===== src/design/cas_pkg.sv =====
// Shared types, codes and calendar constants for the calendar alarm scheduler.
// No dependencies.
package cas_pkg;

  localparam int unsigned EPOCH_YEAR  = 2016;
  localparam int unsigned LEAPS_EPOCH = 488;   // leap years up to and including 2015
  localparam int unsigned SEC_W       = 42;    // signed seconds since the epoch
  localparam int unsigned MIN_W       = 35;    // signed minutes since the epoch
  localparam int unsigned DIV_W       = 40;    // dividend and quotient width
  localparam int unsigned DVS_W       = 16;    // divisor and remainder width
  localparam int unsigned IN_W        = 88;
  localparam int unsigned OUT_W       = 8;

  localparam logic [0:0] REQ_TICK = 1'b0;
  localparam logic [0:0] REQ_LOAD = 1'b1;

  localparam logic [2:0] KIND_OFF    = 3'd0;
  localparam logic [2:0] KIND_ONCE   = 3'd1;
  localparam logic [2:0] KIND_REPEAT = 3'd2;
  localparam logic [2:0] KIND_DUR    = 3'd3;
  localparam logic [2:0] KIND_DUR_SE = 3'd4;

  localparam logic [1:0] ACT_MAIN  = 2'd0;
  localparam logic [1:0] ACT_START = 2'd1;
  localparam logic [1:0] ACT_END   = 2'd2;

  localparam logic [4:0] HOUR_ANY = 5'd24;

  typedef struct packed {
    logic [11:0] year;
    logic [3:0]  month;
    logic [4:0]  day;
    logic [4:0]  hour;
    logic [5:0]  minute;
    logic [5:0]  second;
  } cal_t;

  typedef struct packed {
    logic [2:0]  kind;
    cal_t        cal;
    logic [6:0]  week_mask;
    logic [15:0] interval;
    logic [15:0] duration;
  } slot_t;

  // Days before the first of a month in a common year; months past 12 count the whole year.
  function automatic logic [8:0] cum_days(input logic [3:0] m);
    logic [8:0] r;
    begin
      case (m)
        4'd0, 4'd1: r = 9'd0;
        4'd2:       r = 9'd31;
        4'd3:       r = 9'd59;
        4'd4:       r = 9'd90;
        4'd5:       r = 9'd120;
        4'd6:       r = 9'd151;
        4'd7:       r = 9'd181;
        4'd8:       r = 9'd212;
        4'd9:       r = 9'd243;
        4'd10:      r = 9'd273;
        4'd11:      r = 9'd304;
        4'd12:      r = 9'd334;
        default:    r = 9'd365;
      endcase
      return r;
    end
  endfunction

endpackage


===== src/design/cas_ram.sv =====
// Generic single-port-write, single-port-read RAM with registered read data.
// No dependencies.
module cas_ram #(
  parameter int unsigned WIDTH = 8,
  parameter int unsigned DEPTH = 8
) (
  input  logic                                     clk_i,
  input  logic                                     we_i,
  input  logic [((DEPTH > 1) ? $clog2(DEPTH) : 1)-1:0] waddr_i,
  input  logic [WIDTH-1:0]                         wdata_i,
  input  logic [((DEPTH > 1) ? $clog2(DEPTH) : 1)-1:0] raddr_i,
  output logic [WIDTH-1:0]                         rdata_o
);
  logic [WIDTH-1:0] mem_q [DEPTH];
  logic [WIDTH-1:0] rdata_q;

  always_ff @(posedge clk_i) begin
    if (we_i) begin
      mem_q[waddr_i] <= wdata_i;
    end
    rdata_q <= mem_q[raddr_i];
  end

  assign rdata_o = rdata_q;
endmodule


===== src/design/cas_epoch.sv =====
// Five-stage pipeline turning a calendar time into seconds and minutes since 2016-01-01.
// Depends on cas_pkg.
module cas_epoch (
  input  logic                       clk_i,
  input  logic                       rst_ni,
  input  logic                       start_i,
  input  cas_pkg::cal_t              cal_i,
  output logic                       done_o,
  output logic                       ok_o,
  output logic signed [cas_pkg::SEC_W-1:0] secs_o,
  output logic signed [cas_pkg::MIN_W-1:0] mins_o,
  output logic [5:0]                 sec_o
);
  import cas_pkg::*;

  logic [4:0]  vld_q;
  cal_t        c1_q, c2_q, c3_q, c4_q;
  logic        yok1_q, yok2_q, yok3_q, yok4_q, yok5_q;
  logic [11:0] dy1_q;
  logic [8:0]  leaps1_q;
  logic        leap1_q;
  logic signed [23:0] days_q;
  logic signed [28:0] hrs_q;
  logic signed [MIN_W-1:0] mins_q, mins5_q;
  logic [5:0]  sec5_q;
  logic signed [SEC_W-1:0] secs_q;

  // year-derived terms; /100 and /400 by reciprocal multiply (exact below 1024*4)
  logic [11:0] y, n, r100, r400;
  logic [15:0] py, pn;
  logic [13:0] py4, pn4;
  logic [11:0] leaps_w;
  logic        leap_w;
  always_comb begin
    y    = cal_i.year;
    n    = y - 12'd1;
    py   = 16'(y[11:2]) * 16'd41;
    py4  = 14'(y[11:4]) * 14'd41;
    pn   = 16'(n[11:2]) * 16'd41;
    pn4  = 14'(n[11:4]) * 14'd41;
    r100 = y - 12'(py[15:10]) * 12'd100;
    r400 = y - 12'(py4[13:10]) * 12'd400;
    leap_w  = ((y[1:0] == 2'd0) && (r100 != 12'd0)) || (r400 == 12'd0);
    leaps_w = 12'(n[11:2]) - 12'(pn[15:10]) + 12'(pn4[13:10]) - 12'(LEAPS_EPOCH);
  end

  always_ff @(posedge clk_i or negedge rst_ni) begin
    if (!rst_ni) begin
      vld_q <= '0;
    end else begin
      vld_q <= {vld_q[3:0], start_i};
    end
  end

  always_ff @(posedge clk_i) begin
    c1_q     <= cal_i;
    yok1_q   <= (cal_i.year >= 12'(EPOCH_YEAR));
    dy1_q    <= cal_i.year - 12'(EPOCH_YEAR);
    leaps1_q <= leaps_w[8:0];
    leap1_q  <= leap_w;

    c2_q   <= c1_q;
    yok2_q <= yok1_q;
    days_q <= 24'(dy1_q) * 24'd365 + 24'(leaps1_q) + 24'(cum_days(c1_q.month))
              + 24'(leap1_q && (c1_q.month >= 4'd3)) + 24'(c1_q.day) - 24'd1;

    c3_q   <= c2_q;
    yok3_q <= yok2_q;
    hrs_q  <= 29'(days_q) * 29'sd24 + 29'(c2_q.hour);

    c4_q   <= c3_q;
    yok4_q <= yok3_q;
    mins_q <= MIN_W'(hrs_q) * 35'sd60 + MIN_W'(c3_q.minute);

    yok5_q  <= yok4_q;
    mins5_q <= mins_q;
    sec5_q  <= c4_q.second;
    secs_q  <= SEC_W'(mins_q) * SEC_W'(60) + SEC_W'(c4_q.second);
  end

  assign done_o = vld_q[4];
  assign secs_o = secs_q;
  assign mins_o = mins5_q;
  assign sec_o  = sec5_q;
  assign ok_o   = yok5_q && (secs_q > 0);
endmodule


===== src/design/cas_div.sv =====
// Restoring radix-2 divider, one quotient bit per cycle; gives the remainder only.
// Depends on cas_pkg.
module cas_div (
  input  logic                        clk_i,
  input  logic                        rst_ni,
  input  logic                        start_i,
  input  logic [cas_pkg::DIV_W-1:0]   dividend_i,
  input  logic [cas_pkg::DVS_W-1:0]   divisor_i,
  output logic                        done_o,
  output logic [cas_pkg::DVS_W-1:0]   rem_o
);
  import cas_pkg::*;

  localparam int unsigned CW = $clog2(DIV_W);

  logic            busy_q, done_q;
  logic [CW-1:0]   cnt_q;
  logic [DIV_W-1:0] dq_q;
  logic [DVS_W-1:0] dvs_q, rem_q;
  logic [DVS_W:0]  trial, diff;
  logic            ge;

  always_comb begin
    trial = {rem_q, dq_q[DIV_W-1]};
    diff  = trial - {1'b0, dvs_q};
    ge    = (trial >= {1'b0, dvs_q});
  end

  always_ff @(posedge clk_i or negedge rst_ni) begin
    if (!rst_ni) begin
      busy_q <= 1'b0;
      done_q <= 1'b0;
      cnt_q  <= '0;
    end else begin
      done_q <= 1'b0;
      if (start_i) begin
        busy_q <= 1'b1;
        cnt_q  <= '0;
      end else if (busy_q) begin
        cnt_q <= cnt_q + CW'(1);
        if (cnt_q == CW'(DIV_W - 1)) begin
          busy_q <= 1'b0;
          done_q <= 1'b1;
        end
      end
    end
  end

  always_ff @(posedge clk_i) begin
    if (start_i) begin
      dq_q  <= dividend_i;
      dvs_q <= divisor_i;
      rem_q <= '0;
    end else if (busy_q) begin
      dq_q  <= {dq_q[DIV_W-2:0], ge};
      rem_q <= ge ? diff[DVS_W-1:0] : trial[DVS_W-1:0];
    end
  end

  assign done_o = done_q;
  assign rem_o  = rem_q;
endmodule


===== src/design/calendar_alarm_scheduler_unit.sv =====
// Calendar alarm scheduler: timer slot table scanned once per tick beat.
// A load beat is taken while idle. A tick first converts its own time, then checks each
// slot in turn, converting the slot start time and running the shared divider on duration
// slots, and sends the result beats, waiting while the output side stalls. One item at a
// time. Reset clears the slot valid bits, so every slot starts off.
// Depends on cas_pkg, cas_ram, cas_epoch and cas_div.
module calendar_alarm_scheduler_unit #(
  parameter int unsigned SLOT_COUNT = 8
) (
  input  logic                         clk_i,
  input  logic                         rst_ni,
  input  logic                         s_axis_tvalid,
  output logic                         s_axis_tready,
  // slot, kind, year, month, day, hour, minute, second, weekday_or_mask,
  // interval_minutes, duration_minutes (from bit 0 up), zero padded
  input  logic [cas_pkg::IN_W-1:0]     s_axis_tdata,
  input  logic                         s_axis_tuser,   // req_type
  output logic                         m_axis_tvalid,
  input  logic                         m_axis_tready,
  output logic [cas_pkg::OUT_W-1:0]    m_axis_tdata,   // fired_slot, action, zero padded
  output logic                         m_axis_tlast    // last
);
  import cas_pkg::*;

  localparam int unsigned SW = (SLOT_COUNT > 1) ? $clog2(SLOT_COUNT) : 1;

  typedef enum logic [3:0] {
    ST_IDLE, ST_NOW, ST_RD, ST_CHK, ST_EP, ST_DIV, ST_OUT, ST_ADV
  } state_e;

  state_e            state_q;
  logic [SW-1:0]     idx_q;
  logic [SLOT_COUNT-1:0] valid_q;
  cal_t              t_cal_q;
  logic [6:0]        t_wk_q;
  logic signed [SEC_W-1:0] now_q;
  logic signed [MIN_W-1:0] now_min_q;
  logic [5:0]        now_sec_q;
  logic              now_ok_q;
  logic              pend_v_q;
  logic [2:0]        pend_slot_q;
  logic [1:0]        pend_act_q;
  logic              m_valid_q, m_last_q, final_q;
  logic [2:0]        m_slot_q;
  logic [1:0]        m_act_q;

  // input unpack
  slot_t       in_slot;
  logic [2:0]  in_idx;
  logic        in_acc, in_range;
  logic [6:0]  in_idx_ext;
  always_comb begin
    in_idx               = s_axis_tdata[2:0];
    in_slot.kind         = (s_axis_tdata[5:3] <= KIND_DUR_SE) ? s_axis_tdata[5:3] : KIND_OFF;
    in_slot.cal.year     = s_axis_tdata[17:6];
    in_slot.cal.month    = s_axis_tdata[21:18];
    in_slot.cal.day      = s_axis_tdata[26:22];
    in_slot.cal.hour     = s_axis_tdata[31:27];
    in_slot.cal.minute   = s_axis_tdata[37:32];
    in_slot.cal.second   = s_axis_tdata[43:38];
    in_slot.week_mask    = s_axis_tdata[50:44];
    in_slot.interval     = s_axis_tdata[66:51];
    in_slot.duration     = s_axis_tdata[82:67];
    in_idx_ext           = {4'd0, in_idx};
    in_range             = (32'(in_idx) < SLOT_COUNT);
    in_acc               = s_axis_tvalid && s_axis_tready;
  end

  assign s_axis_tready = (state_q == ST_IDLE);

  // slot table
  slot_t rd;
  logic  ram_we;
  assign ram_we = in_acc && (s_axis_tuser == REQ_LOAD) && in_range;

  cas_ram #(.WIDTH($bits(slot_t)), .DEPTH(SLOT_COUNT)) u_ram (
    .clk_i   (clk_i),
    .we_i    (ram_we),
    .waddr_i (in_idx_ext[SW-1:0]),
    .wdata_i (in_slot),
    .raddr_i (idx_q),
    .rdata_o (rd)
  );

  // epoch unit, shared by tick time and slot start time
  logic ep_start, ep_done, ep_ok;
  logic signed [SEC_W-1:0] ep_secs;
  logic signed [MIN_W-1:0] ep_mins;
  logic [5:0] ep_sec;
  cal_t ep_cal;
  logic chk_dur;
  always_comb begin
    chk_dur  = (state_q == ST_CHK) && valid_q[idx_q] &&
               ((rd.kind == KIND_DUR) || (rd.kind == KIND_DUR_SE));
    ep_start = (in_acc && (s_axis_tuser == REQ_TICK)) || chk_dur;
    ep_cal   = (state_q == ST_IDLE) ? in_slot.cal : rd.cal;
  end

  cas_epoch u_epoch (
    .clk_i   (clk_i),
    .rst_ni  (rst_ni),
    .start_i (ep_start),
    .cal_i   (ep_cal),
    .done_o  (ep_done),
    .ok_o    (ep_ok),
    .secs_o  (ep_secs),
    .mins_o  (ep_mins),
    .sec_o   (ep_sec)
  );

  // divider: elapsed minutes mod interval; the whole minutes come from the minute counts,
  // corrected by one where the second fields differ by a full minute
  logic signed [MIN_W-1:0] min_diff, el_min;
  logic signed [6:0] sec_diff;
  logic sec_hi, sec_lo, ehit;
  logic dur_ok, div_start, div_done;
  logic [DIV_W-1:0] div_dvd;
  logic [DVS_W-1:0] div_dvs, div_rem;
  always_comb begin
    min_diff  = now_min_q - ep_mins;
    sec_diff  = $signed({1'b0, now_sec_q}) - $signed({1'b0, ep_sec});
    sec_hi    = (sec_diff == 7'sd60);
    sec_lo    = (sec_diff == -7'sd60);
    el_min    = min_diff;
    if (sec_hi) el_min = min_diff + MIN_W'(1);
    else if (sec_lo) el_min = min_diff - MIN_W'(1);
    dur_ok    = now_ok_q && ep_ok && (ep_secs <= now_q) && (rd.interval != 16'd0);
    ehit      = dur_ok && (sec_hi || sec_lo || (sec_diff == 7'sd0));
    div_start = (state_q == ST_EP) && ep_done && ehit;
    div_dvd   = DIV_W'(el_min);
    div_dvs   = rd.interval;
  end

  cas_div u_div (
    .clk_i      (clk_i),
    .rst_ni     (rst_ni),
    .start_i    (div_start),
    .dividend_i (div_dvd),
    .divisor_i  (div_dvs),
    .done_o     (div_done),
    .rem_o      (div_rem)
  );

  // firing decision for the current slot
  logic       fire, once_hit, rep_hit;
  logic [1:0] fire_act;
  always_comb begin
    once_hit = (rd.cal.year == t_cal_q.year) && (rd.cal.month == t_cal_q.month) &&
               (rd.cal.day == t_cal_q.day) && (rd.cal.hour == t_cal_q.hour) &&
               (rd.cal.minute == t_cal_q.minute) && (t_cal_q.second == 6'd0);
    rep_hit  = (t_wk_q < 7'd7) && rd.week_mask[t_wk_q[2:0]] &&
               ((rd.cal.hour == t_cal_q.hour) || (rd.cal.hour == HOUR_ANY)) &&
               (rd.cal.minute == t_cal_q.minute) && (t_cal_q.second == 6'd0);
    fire     = 1'b0;
    fire_act = ACT_MAIN;
    case (state_q)
      ST_CHK: begin
        if (valid_q[idx_q]) begin
          fire = ((rd.kind == KIND_ONCE) && once_hit) ||
                 ((rd.kind == KIND_REPEAT) && rep_hit);
        end
      end
      ST_DIV: begin
        if (div_done) begin
          if (div_rem == '0) begin
            fire     = 1'b1;
            fire_act = (rd.kind == KIND_DUR) ? ACT_MAIN : ACT_START;
          end else if ((rd.duration != 16'd0) && (div_rem == rd.duration)) begin
            fire     = 1'b1;
            fire_act = ACT_END;
          end
        end
      end
      default: ;
    endcase
  end

  always_ff @(posedge clk_i or negedge rst_ni) begin
    if (!rst_ni) begin
      state_q   <= ST_IDLE;
      idx_q     <= '0;
      valid_q   <= '0;
      pend_v_q  <= 1'b0;
      m_valid_q <= 1'b0;
      final_q   <= 1'b0;
      now_ok_q  <= 1'b0;
    end else begin
      case (state_q)
        ST_IDLE: begin
          if (in_acc) begin
            if (s_axis_tuser == REQ_LOAD) begin
              if (in_range) valid_q[in_idx_ext[SW-1:0]] <= 1'b1;
            end else begin
              t_cal_q <= in_slot.cal;
              t_wk_q  <= in_slot.week_mask;
              idx_q   <= '0;
              state_q <= ST_NOW;
            end
          end
        end
        ST_NOW: begin
          if (ep_done) begin
            now_q     <= ep_secs;
            now_min_q <= ep_mins;
            now_sec_q <= ep_sec;
            now_ok_q  <= ep_ok;
            state_q   <= ST_RD;
          end
        end
        ST_RD: state_q <= ST_CHK;
        ST_CHK: begin
          if (chk_dur) begin
            state_q <= ST_EP;
          end else if (!fire) begin
            state_q <= ST_ADV;
          end else if (rd.kind == KIND_ONCE) begin
            valid_q[idx_q] <= 1'b0;   // one-shot turns itself off
          end
        end
        ST_EP: begin
          if (ep_done) state_q <= ehit ? ST_DIV : ST_ADV;
        end
        ST_DIV: begin
          if (div_done && !fire) state_q <= ST_ADV;
        end
        ST_OUT: begin
          if (m_axis_tready) begin
            m_valid_q <= 1'b0;
            state_q   <= final_q ? ST_IDLE : ST_ADV;
          end
        end
        ST_ADV: begin
          if (idx_q == SW'(SLOT_COUNT - 1)) begin
            idx_q <= '0;
            if (pend_v_q) begin
              m_slot_q  <= pend_slot_q;
              m_act_q   <= pend_act_q;
              m_last_q  <= 1'b1;
              m_valid_q <= 1'b1;
              final_q   <= 1'b1;
              pend_v_q  <= 1'b0;
              state_q   <= ST_OUT;
            end else begin
              state_q <= ST_IDLE;
            end
          end else begin
            idx_q   <= idx_q + SW'(1);
            state_q <= ST_RD;
          end
        end
        default: state_q <= ST_IDLE;
      endcase

      // hold a hit back until the next one shows whether it is the last
      if (fire) begin
        pend_v_q    <= 1'b1;
        pend_slot_q <= 3'(idx_q);
        pend_act_q  <= fire_act;
        if (pend_v_q) begin
          m_slot_q  <= pend_slot_q;
          m_act_q   <= pend_act_q;
          m_last_q  <= 1'b0;
          m_valid_q <= 1'b1;
          final_q   <= 1'b0;
          state_q   <= ST_OUT;
        end else begin
          state_q <= ST_ADV;
        end
      end
    end
  end

  assign m_axis_tvalid = m_valid_q;
  assign m_axis_tdata  = {3'd0, m_act_q, m_slot_q};
  assign m_axis_tlast  = m_last_q;
endmodule


===== config.mk =====
export PLATFORM = sky130hd
export DESIGN_NAME = calendar_alarm_scheduler_unit
export DESIGN_NICKNAME = d
export VERILOG_FILES = /design/src/design/cas_pkg.sv /design/src/design/cas_ram.sv /design/src/design/cas_epoch.sv /design/src/design/cas_div.sv /design/src/design/calendar_alarm_scheduler_unit.sv
export SDC_FILE = /design/constraint.sdc
export NUM_CORES = 2
export LEC_CHECK = 0
export BUFFER_PORTS_ARGS = -buffer_cell sky130_fd_sc_hd__buf_4
export CORE_MARGIN = 2
export CORE_UTILIZATION = 45
export DETAILED_ROUTE_END_ITERATION = 8
export PLACE_DENSITY_LB_ADDON = 0.1
export SETUP_SLACK_MARGIN = 0.05
export SLEW_MARGIN = 20
export SYNTH_ARGS = -nofsm -noshare
export SYNTH_HDL_FRONTEND = slang
export SYNTH_SLANG_ARGS = --single-unit

===== constraint.sdc =====
create_clock -name clk_i -period 24 [get_ports clk_i]
set_input_delay 2.4 -clock clk_i [delete_from_list [all_inputs] [get_ports clk_i]]
set_output_delay 2.4 -clock clk_i [all_outputs]
set_load 0.05 [all_outputs]

---- Word level (Yosys, flattened, before mapping) ----
Memories as Yosys holds them, arrays and structs flattened. A register that Yosys moved wholly into a read port is not among the register bits.
Cells that the tools add are included.
Widths: inputs -> output; s select.
word-level totals
  memory bits (read-only) ................. 144
  memories ................................ 2
  output and inout port bits .............. 11
  word-level logic and storage cells ...... 284
  memory bits (writable) .................. 640
  input bits .............................. 93
  bits in registers ....................... 502
operators by class
  add/subtract/negate cells ............... 22
  bitwise operators ....................... 4
  eq/ne operators ......................... 34
  muxes and demuxes ....................... 86
  reductions and logical operators ........ 60
  $mul .................................... 10
  magnitude comparators ................... 12
memories
  memory           words  bits a word  rd ports  clocked after Yosys merged registers in  wr ports  RTL line       RTL
  u_ram.mem_q      8      80           1         1                                        1         cas_ram.sv:14  logic [WIDTH-1:0] mem_q [DEPTH];
  (no name shown)  16     9            1         1                                        0         cas_pkg.sv:50  case (m)
operators by type and width
  kind                   number
  $mux 40                2
  $mux 35                2
  $add 42x6->42          1
  $gt 42x1->1 const B    1
  $le 42x42->1           1
  $mul 42x4->40 const B  1
  $mux 8                 5
  $mux 38                1
  $mux 1                 36
  $add 35x2->35 const B  1
  $add 35x6->35          1
  $mul 35x4->33 const B  1
  $sub 35x2->35 const B  1
  $sub 35x35->35         1
  $mux 3                 11
  $mul 10x6->16 const B  2
  $mux 4                 8
  $pmux 4 s8             1
  $reduce_bool 16->1     2
  $add 29x5->29          1
  $logic_and 1x1->1      29
  $mul 29x2->26 const B  1
  $mul 8x6->14 const B   2
  $add 24x1->24          1
  69 further kinds       115

---- Longest topological paths before layout ----
  word-level depth ........................ 15
  gate-level depth with buffers ........... 37
  depth with buffers taken out ............ 35

---- Hierarchy ----
From an unflattened synthesis, not the netlist that was laid out.
unflattened totals
  cell total of the unflattened synthesis .. 4,881
  area total of the unflattened synthesis .. 64,628.2 um2
by module, submodules not included
  module                         area each (um2)  instances  cells an instance  sequential area each (um2)
  cas_ram                        25,654.6         1          1,018              20,820.0
  cas_epoch                      22,724.3         1          2,252              5,450.2
  calendar_alarm_scheduler_unit  12,029.0         1          1,244              4,624.4
  cas_div                        4,220.3          1          367                2,202.1

---- Worst setup path before layout ----
No wires, ideal clock.
  path type ............................... input port to flip-flop
  start ................................... input s_axis_tdata[11] (netlist bit)
  end ..................................... register u_epoch.leap1_q
  data arrival time ....................... 9.044 ns
  path buffers ............................ 1
  cell stages on the path ................. 30
  path slack .............................. 14.834 ns
  setup time .............................. 0.122 ns
  required time ........................... 23.878 ns
  path through ............................ or4b_1 and2_1 clkbuf_1 inv_1 ha_1 fa_1 ha_1 ha_1 a2111oi_0 a21oi_2 mux2i_1 a2111oi_4 inv_1 ha_1 ha_1 ha_1 inv_1 fa_1 ha_1 nor2b_1 a21o_1 a21o_1 a21oi_1 nor2_1 a2111oi_0 o311ai_0 a21oi_1 o2111ai_1 o21ai_1 o41ai_1
between the ends
  cells in the longest elaborated chain, start to end .. 7
  elaborated cells on any way between the ends .. 11
  classes of those cells .................. 2 x add/sub; 4 x mul; 1 x mux; 4 x reduce/logical
RTL lines
  item                  RTL line                             RTL
  start, declared       calendar_alarm_scheduler_unit.sv:16  input logic [cas_pkg::IN_W-1:0] s_axis_tdata,
  $mux 38 (*)           calendar_alarm_scheduler_unit.sv:96  ep_cal = (state_q == ST_IDLE) ? in_slot.cal : rd.cal;
  $mul 10x6->16         cas_epoch.sv:37                      py = 16'(y[11:2]) * 16'd41;
  $mul 6x5->10          cas_epoch.sv:41                      r100 = y - 12'(py[15:10]) * 12'd100;
  $sub 12x12->12        cas_epoch.sv:41
  $reduce_bool 12->1    cas_epoch.sv:43                      leap_w = ((y[1:0] == 2'd0) && (r100 != 12'd0)) || (r400 == 12'd0);
  $logic_and 1x1->1     cas_epoch.sv:43
  $logic_or 1x1->1 (*)  cas_epoch.sv:43
  via u_epoch.leap_w    cas_epoch.sv:33                      logic leap_w;
  end signal, assigned  cas_epoch.sv:60                      leap1_q <= leap_w;
  end, declared         cas_epoch.sv:21                      logic leap1_q;
Mark *: on every way through the listed nets, which the timed path passes. The rest lies on a longest branch.
A chain may end at the register's enable or synchronous reset.

---- Worst setup path after layout ----
Same ends and word-level chain as after synthesis.

==> results.sh <==
export IMPL_status="finished clean"
export IMPL_clkTransAtPathRegs_ns=0.06
export IMPL_slowest_stage="or4b_1"
export IMPL_period_minus_slack_ns=9.78
export IMPL_fin_hold_ws_ns=0.318
export IMPL_viasPerCell=5.54
export IMPL_hold_violations=0
export IMPL_synth_cells=5097
export IMPL_ys_top_cells_by_area="edfxtp_1, dfxtp_1, ha_1, fa_1, a22oi_1"
export IMPL_dp_slack_ns=13.54
export IMPL_async_flop_share_pct=2.53
export IMPL_rsz0062_at_grt="no"
export IMPL_slew_headroom_pct=27.0
export IMPL_portBuffers=95
export IMPL_antenna_left=0
export IMPL_path_max_fanout=10
export IMPL_critical_path_max_stage_delay_ns=0.55
export IMPL_endpoint_kind="register"
export IMPL_final_nets=5993
export IMPL_timing_fmax_ghz=0.102
export IMPL_dr_pass1_iters=5
export IMPL_drt_total_wl_mm=147
export IMPL_synth_main_ff_cell="edfxtp_1"
export IMPL_synth_edf_count=833
export IMPL_synth_avg_cell_area_sq_um=12.3
export IMPL_synth_top_cell_by_area="edfxtp_1"
export IMPL_fp_dieH_um=377
export IMPL_worstSetupPathType="input pin to register"
export IMPL_grt_pass1_wl_mm=228
export IMPL_cts_buffer_depth=3
export IMPL_max_cap_violations=0
export IMPL_synth_top_area_share_pct=39.9
export IMPL_arrival_ns=10.40
export IMPL_areaGrowthSynthToFinish_pct=11.4
export IMPL_ys_warn_count=0
export IMPL_drcViolationCount=0
export IMPL_clock_latency_ns=0.77
export IMPL_root_buffer="clkbuf_16"
export IMPL_setup_violations=0
export IMPL_finClkSkew_ns=0.0365
export IMPL_fillCellCount=12100
export IMPL_htreeDepth=4
export IMPL_io_pins=104
export IMPL_hold_buffers=0
export IMPL_seq_area_frac_synth_pct=52.7
export IMPL_regArea_sq_um=33000
export IMPL_dp_hpwl_mm=97.8
export IMPL_worstMarginPinSlew_ns=1.06
export IMPL_cts_repair_resized=0
export IMPL_grt_antenna_before_repair=23
export IMPL_cts_setup_buffers=0
export IMPL_cp_num_buf_inv=6
export IMPL_rows=136
export IMPL_syn_cell_area_sq_um=62600
export IMPL_place_gp_congestion=0.850
export IMPL_die_area_sq_um=142000
export IMPL_cts_sinks=1226
export IMPL_cpLargestDelayFamily="adder cells"
export IMPL_grt_pass1_vias=38900
export IMPL_min_path_type="register to register"
export IMPL_cpMostUsedCell="ha_1"
export IMPL_drtIter0Drc=2446
export IMPL_grt_start_max_net_pins=70
export IMPL_cts_buffers=133
export IMPL_initial_core_util_pct=45.5
export IMPL_synth_seq_cells=1226
export IMPL_die_x_um=377
export IMPL_critPathLaunchType="input pin"
export IMPL_slew_violations=0
export IMPL_grt_ovfl_total=0
export IMPL_vias=39500
export IMPL_required_ns=24.62
export IMPL_stdcell_count=7135
export IMPL_cts_tree="yes"
export IMPL_multi_input_area_sq_um=27600
export IMPL_finalWorstSetupSlack_ns=14.22
export IMPL_gr_usage_all_layers_pct=20.7
export IMPL_routedWlPerCell_um=20.6
export IMPL_dpl_cell_count=6889
export IMPL_yosysUniqueCellTypes=120
export IMPL_tns_ns=0
export IMPL_post_route_period_util_pct=40.7
export IMPL_core_sq_um=138000
export IMPL_drive_gt1_share_pct=8.84
==> Yosys cell counts (10+ instances only) <==
cell       count
nand3_1       84
o21bai_1      25
dfxtp_1      362
clkbuf_1     118
mux2_2        29
o211ai_1      19
nor2b_1       47
a211o_1       11
buf_1         12
xor2_1       127
mux2i_1       40
a21oi_1      205
nand4_1      140
nor3b_1       14
nand2b_1      23
nand2_1      231
or4_1         10
a21boi_0      11
or3_1         22
and3_1        39
o31ai_1       15
dfrtp_1       31
o21a_1        38
o21ai_0      148
a22oi_1      323
and4_1        15
a211oi_1      30
ha_1         481
xnor2_1      262
nor3_1        87
and2_1        30
nor2_1       211
or2_2         21
a31oi_1       29
edfxtp_1     833
fa_1         189
a21o_1       112
inv_1        399
a221oi_1      10
o2111ai_1     10
nor4_1        48
==> layout by cell type (no fill, tap or decap), types with 40 or more instances in the layout <==
cell,netlist,routed
nor4_1,48,47
nand2_1,231,231
a21o_1,112,112
nor2b_1,47,47
nor2_1,211,202
a22oi_1,323,323
nand3_1,84,84
buf_4,3,140
nor3_1,87,84
xnor2_1,262,262
a21oi_1,205,205
ha_1,481,481
xor2_1,127,127
fa_1,189,189
inv_1,399,399
edfxtp_1,833,833
dfxtp_1,362,362
nand4_1,140,140
mux2i_1,40,40
clkbuf_16,0,136
o21ai_0,148,148
==> through the flow <==
stage                     cell area [sq um]  utilization [%]
final                                 69800             50.6
after global routing                  69800             50.6
after CTS                             69800             50.6
after detailed placement              65500             47.5
after global placement                65500             47.5
after floorplan                       62700                -
==> final cells by class <==
type,count,share of cell area (%)
sequential,1226,47.3
multi-input combinational,3326,39.6
clock buffer,189,5.38
tap,1794,3.22
inverter,403,2.17
timing repair buffer,140,1.51
clock inverter,56,0.809
antenna,1,0.00359
==> sequential cells by signal (all words and copies together) (netlist names), 17 cells and up, named ones only <==
signal / flops
now_min_q: 35
now_q: 42
t_cal_q: 38
u_div.dq_q: 40
u_epoch.c1_q: 26
u_epoch.c2_q: 17
u_epoch.days_q: 24
u_epoch.hrs_q: 29
u_epoch.mins_o: 35
u_epoch.mins_q: 35
u_epoch.secs_o: 42
u_ram.mem_q: 640
u_ram.rdata_o: 80
==> kinds of logic (layout without fill, tap and decap cells) <==
group | after synthesis | in the layout | synth area share, %
flip-flops | 1226 | 1226 | 52.7
XOR/XNOR | 389 | 389 | 5.44
buffers and inverters | 547 | 788 | 3.37
multiplexers | 71 | 71 | 1.22
adder cells (fa/ha/maj) | 672 | 672 | 15.7
AND/OR/NAND/NOR | 1080 | 1080 | 9.15
other | 1 | 4 | 0.00599
AO/OA/AOI/OAI | 1111 | 1111 | 12.4
==> worst paths after layout <==
| check | slack, ns | from | to | cells past startpoint |
|---|---|---|---|---|
| max | 14.22 | s_axis_tdata[11] | u_epoch.leap1_q$_DFF_P_ | 33 |
| min in group asynchronous | 1.62 | rst_ni | state_q[2]$_DFFE_PN0P_ | 1 |
| max reg2reg | 14.91 | state_q[0]$_DFFE_PN0P_ | u_epoch.leap1_q$_DFF_P_ | 33 |
| min reg2reg | 0.32 | u_epoch.c3_q[6]$_DFF_P_ | u_epoch.mins_q[0]$_DFF_P_ | 0 |
| max in group asynchronous | 21.98 | rst_ni | u_div.busy_q$_DFF_PN0_ | 1 |
| min | 0.32 | u_epoch.c3_q[6]$_DFF_P_ | u_epoch.mins_q[0]$_DFF_P_ | 0 |
==> layer usage <==
layer	wire length [um]	vias to the layer above	global-route usage, %
met4	2630	26	5.09
met5	161	-	0
met2	67500	822	33.0
met3	8350	186	3.74
li1	-	19100	-
met1	68100	19400	29.1
Power is not shown: default switching activity piles up to over one toggle a cycle in this logic, so the estimate is an artifact.
